## src/rtl/blocked_bloom_filter_defines.svh

```systemverilog
// Assertion helpers for the RTL of the blocked Bloom filter.
`ifndef BLOCKED_BLOOM_FILTER_DEFINES_SVH
`define BLOCKED_BLOOM_FILTER_DEFINES_SVH

// Same-cycle implication, disabled while reset is asserted
`define BBF_ASSERT_IMP(label, clk, rst_n, ante, cons, msg) \
    label: assert property (@(posedge clk) disable iff (!rst_n) (ante) |-> (cons)) \
        else $error(msg);

// Next-cycle implication, disabled while reset is asserted
`define BBF_ASSERT_NXT(label, clk, rst_n, ante, cons, msg) \
    label: assert property (@(posedge clk) disable iff (!rst_n) (ante) |=> (cons)) \
        else $error(msg);

`endif

```

## src/rtl/bbf_pkg.sv

```systemverilog
package bbf_pkg;

    // Field widths
    localparam int ACTION_W    = 2;
    localparam int HASH_W      = 64;
    localparam int PIDX_W      = 16;
    localparam int WORD_W      = 64;
    localparam int CFG_W       = 17;
    localparam int S_TDATA_W   = 144;
    localparam int M_TDATA_W   = 8;

    // Word count after reset
    localparam int WORDS_RESET = 65536;

    // Action codes carried in tuser
    localparam logic [ACTION_W-1:0] ACT_INSERT = 2'd0;
    localparam logic [ACTION_W-1:0] ACT_QUERY  = 2'd1;
    localparam logic [ACTION_W-1:0] ACT_LOAD   = 2'd2;

    // Sequencer states
    typedef enum logic [1:0] {
        ST_CLEAR,
        ST_IDLE,
        ST_DIV,
        ST_APPLY
    } bbf_state_t;

    // Status of the serial remainder unit
    typedef struct packed {
        logic busy;
        logic done;
    } bbf_div_stat_t;

endpackage

```

## src/rtl/bbf_mod_unit.sv

```systemverilog
// Bit-serial restoring remainder: one dividend bit per cycle, MSB first.
module bbf_mod_unit
    import bbf_pkg::*;
#(
    parameter int DW = 48,
    parameter int AW = 16,
    parameter int NW = 17
)
(
    input  logic          clk,
    input  logic          rst_n,
    input  logic          start,
    input  logic [DW-1:0] dividend,
    input  logic [NW-1:0] divisor,
    output logic [AW-1:0] rem,
    output bbf_div_stat_t stat
);

    localparam int CW = $clog2(DW + 1);

    logic [CW-1:0] cnt_reg, cnt_next;
    logic          busy_reg, busy_next;
    logic          done_reg, done_next;
    logic [DW-1:0] dvd_reg, dvd_next;
    logic [AW-1:0] rem_reg, rem_next;
    logic [NW-1:0] n_reg, n_next;
    logic [AW:0]   trial;
    logic [AW:0]   diff;

    // One restoring step
    always_comb
    begin
        trial = {rem_reg, dvd_reg[DW-1]};
        diff  = trial - (AW + 1)'(n_reg);
    end

    always_comb
    begin
        cnt_next  = cnt_reg;
        busy_next = busy_reg;
        done_next = 1'b0;
        dvd_next  = dvd_reg;
        rem_next  = rem_reg;
        n_next    = n_reg;
        if (start)
        begin
            cnt_next  = CW'(DW);
            busy_next = 1'b1;
            dvd_next  = dividend;
            rem_next  = '0;
            n_next    = divisor;
        end
        else if (busy_reg)
        begin
            dvd_next = dvd_reg << 1;
            if (trial >= (AW + 1)'(n_reg))
                rem_next = AW'(diff);
            else
                rem_next = AW'(trial);
            cnt_next = cnt_reg - CW'(1);
            if (cnt_reg == CW'(1))
            begin
                busy_next = 1'b0;
                done_next = 1'b1;
            end
        end
    end

    // Control state
    always_ff @(posedge clk or negedge rst_n)
    begin
        if (!rst_n)
        begin
            cnt_reg  <= '0;
            busy_reg <= 1'b0;
            done_reg <= 1'b0;
        end
        else
        begin
            cnt_reg  <= cnt_next;
            busy_reg <= busy_next;
            done_reg <= done_next;
        end
    end

    // Datapath
    always_ff @(posedge clk)
    begin
        dvd_reg <= dvd_next;
        rem_reg <= rem_next;
        n_reg   <= n_next;
    end

    assign rem       = rem_reg;
    assign stat.busy = busy_reg;
    assign stat.done = done_reg;

endmodule

```

## config.mk

```make
export PLATFORM = sky130hd
export DESIGN_NAME = bbf_mod_unit
export DESIGN_NICKNAME = d
export VERILOG_FILES = /design/src/rtl/blocked_bloom_filter_defines.svh /design/src/rtl/bbf_pkg.sv /design/src/rtl/bbf_mod_unit.sv
export SDC_FILE = /design/constraint.sdc
export NUM_CORES = 1
export LEC_CHECK = 0
export BUFFER_PORTS_ARGS = -buffer_cell sky130_fd_sc_hd__buf_4
export CORE_ASPECT_RATIO = 1.2
export CORE_UTILIZATION = 45
export CTS_BUF_LIST = sky130_fd_sc_hd__clkbuf_4
export DETAILED_ROUTE_END_ITERATION = 12
export GPL_ROUTABILITY_DRIVEN = 1
export MAX_ROUTING_LAYER = met4
export PLACE_DENSITY = 0.64
export REMOVE_ABC_BUFFERS = 1
export SYNTH_ARGS = -nofsm -noshare
export SYNTH_HDL_FRONTEND = slang
export SYNTH_SLANG_ARGS = --single-unit
```

## constraint.sdc

```tcl
create_clock -name clk -period 3 [get_ports clk]
set_input_delay 0.3 -clock clk [delete_from_list [all_inputs] [get_ports clk]]
set_output_delay 0.3 -clock clk [all_outputs]
set_load 0.01 [all_outputs]
```

==> run summary <==
GPL Wtd Cong -> 0.834
Boundary Pins -> 86
Post-synth top cells -> edfxtp_1 (65), mux2_2 (47), nor2_1 (28)
Nets -> 553
Num CTS Buffers -> 9
TritonCTS clock tree -> yes
H-tree depth -> 3
Clock Sinks -> 89
initial antenna violation count -> 0
Core ar. -> 0.00961 sq mm
total of max-cap violations -> 0
Routed Antenna Nets -> 0
Post-CTS Resized -> 0
#FFs+latches synth -> 89
status -> finished clean
crit path max fanout -> 3
Hold Slack -> 0.124 ns
clock skew -> 0.00996 ns
Distinct cells, synth -> 54
final slew viol count -> 0
Chip Width -> 93.4 um
Async SR Flop Fraction -> 8.99%
RSZ-0062 raised after global routing -> no
share of post-route cells with drive strength above 1 -> 34.9%
Final Hold Fails -> 0
Vias/cell -> 5.16
Initial Util -> 46.9%
Syn. warnings -> 0
drt total wl -> 8.74 mm
pin count of the biggest net entering global routing -> 49
row count -> 39
postcts setup bufs -> 0
Peak VDD IR -> 0.000310 V
Critical Path Source Type -> flip-flop
Tcrit/Tclk final -> 85.8%
area delta synth->final -> 24.0%
vias in the first global route -> 3188
HPWL Detailed -> 6.33 mm
Hold/Removal Path Class -> primary input to flip-flop
critical path type -> flip-flop to flip-flop
Total GRT Usage -> 19.0%
critical path arrival -> 2.95 ns
Power Density -> 463 mW/mm^2
cells after synthesis -> 361
crit end category -> flip-flop
clk root buf -> clkbuf_4
later-pin clock latency in the skew report -> 0.45 ns
measured slew at the worst slew-check pin -> 0.581 ns
top cells by area, synth -> edfxtp_1 (43%), mux2_2 (12%), dfxtp_1 (7.1%)
endpoints failing setup -> 0
Yosys top cell by area -> edfxtp_1
First DRT Iteration DRCs -> 137
Avg WL per Cell -> 14.7 um
register area share after synthesis -> 54.8%
Data required, critical path -> 3.37 ns
relative slew slack -> 61.3%
number of flops mapped to enable cells by yosys -> 65
mapped cell area -> 0.00451 sq mm
die height -> 112 um
number of flip-flops under the largest register name -> 48
ANT cells -> 0
most frequent cell after synthesis -> edfxtp_1
gr ovfl total -> 0
fmax -> 388 MHz
DRC viols -> 0
Leakage -> 0.00244 uW
Mean Syn Cell Area -> 12.5 sq um
Synth top area share -> 43.3%
Bufs on Longest Clock Path -> 2
CTS clk-pin slew, worst paths -> 0.15 ns
Fin Setup TNS -> 0 ns
ys flop type -> edfxtp_1
fin crit period -> 2.58 ns
first-pass GRT wire length -> 14.8 mm
Port Buf Inserts -> 85
TritonRoute pass-1 iters -> 4
die area -> 0.0104 sq mm
Vias -> 3062
-- layout make-up --
| class | count | area [sq um] |
|---|---|---|
| Timing Repair Buffer | 111 | 878 |
| Multi-Input combinational cell | 229 | 1850 |
| Tap cell | 123 | 154 |
| Fill cell | 823 | 4020 |
| Inverter | 25 | 93.8 |
| Sequential cell | 89 | 2470 |
| Clock buffer | 9 | 67.6 |
| Clock inverter | 7 | 77.6 |
-- report_power, final --
group	switching, uW	internal [uW]	total [uW]
clock network	448	261	709
registers	47.6	1440	1490
logic	167	225	393
-- routing by layer --
| metal | GRT usage [%] | routed length (um) | vias to the layer above |
|---|---|---|---|
| li1 | - | - | 1536 |
| met1 | 22.8 | 3850 | 1439 |
| met2 | 31.2 | 4390 | 74 |
| met3 | 3.83 | 340 | 13 |
| met4 | 7.38 | 154 | 0 |
| met5 | - | 0 | - |
-- path summary, 6_finish.rpt --
| path | cells after the start | endpoint | slack, ns | start |
|---|---|---|---|---|
| setup / recovery | 11 | rem[14] | 0.42 | dvd_reg[47] |
| hold / removal | 2 | dvd_reg[0] | 0.12 | dividend[0] |
| setup reg to reg | 11 | rem[14] | 0.42 | dvd_reg[47] |
| hold reg to reg | 2 | rem[13] | 0.52 | rem[13] |
| max in group asynchronous | 2 | busy_reg | 2.69 | rst_n |
| min in group asynchronous | 2 | cnt_reg[4] | 0.18 | rst_n |
-- cells in the final DEF (no fill, tap or decap), types with 13 or more instances in the layout --
cell,n
inv_1,24
a21oi_1,14
nor2_1,28
dlygate4sd3_1,18
ha_1,19
mux2i_1,13
buf_4,93
mux2_2,47
edfxtp_1,65
dfxtp_1,16
nand2_1,19
-- timing repair --
action	CTS	global route
setup endpoints to repair	0	0
hold endpoints to repair	25	0
hold buffers	18	0
-- critical path: stages (launching register included) --
cell and delay [ns]:
edfxtp_1 0.41, inv_1 0.07, ha_1 0.15, inv_1 0.06, fa_1 0.40, a21o_1 0.22, a221oi_2 0.29, or3_1 0.19
nand2_1 0.10, a211o_1 0.30, o311a_1 0.12, o31ai_1 0.19
-- logic make-up after synthesis --
logic type / Yosys count / synth area share, %
compound gates: 54 / 9.07
mux: 60 / 14.6
xor+xnor: 17 / 3.30
fa+ha+maj: 20 / 5.71
flops: 89 / 54.8
buf+inv: 43 / 4.16
simple gates: 78 / 8.35
-- metrics by stage --
step	total power [uW]	area (sq um)	utilization (%)	setup slack, ns	cells
2_1_floorplan	1740	4420	-	0.0587	343
3_3_place_gp	1880	5270	54.8	0.543	559
3_5_place_dp	1890	5270	54.8	0.489	559
4_1_cts	2620	5600	58.2	0.431	593
5_1_grt	2720	5600	58.2	0.248	593
6_report	2590	5600	58.2	0.425	593
No activity file was read; power rests on OpenSTA's default activity.
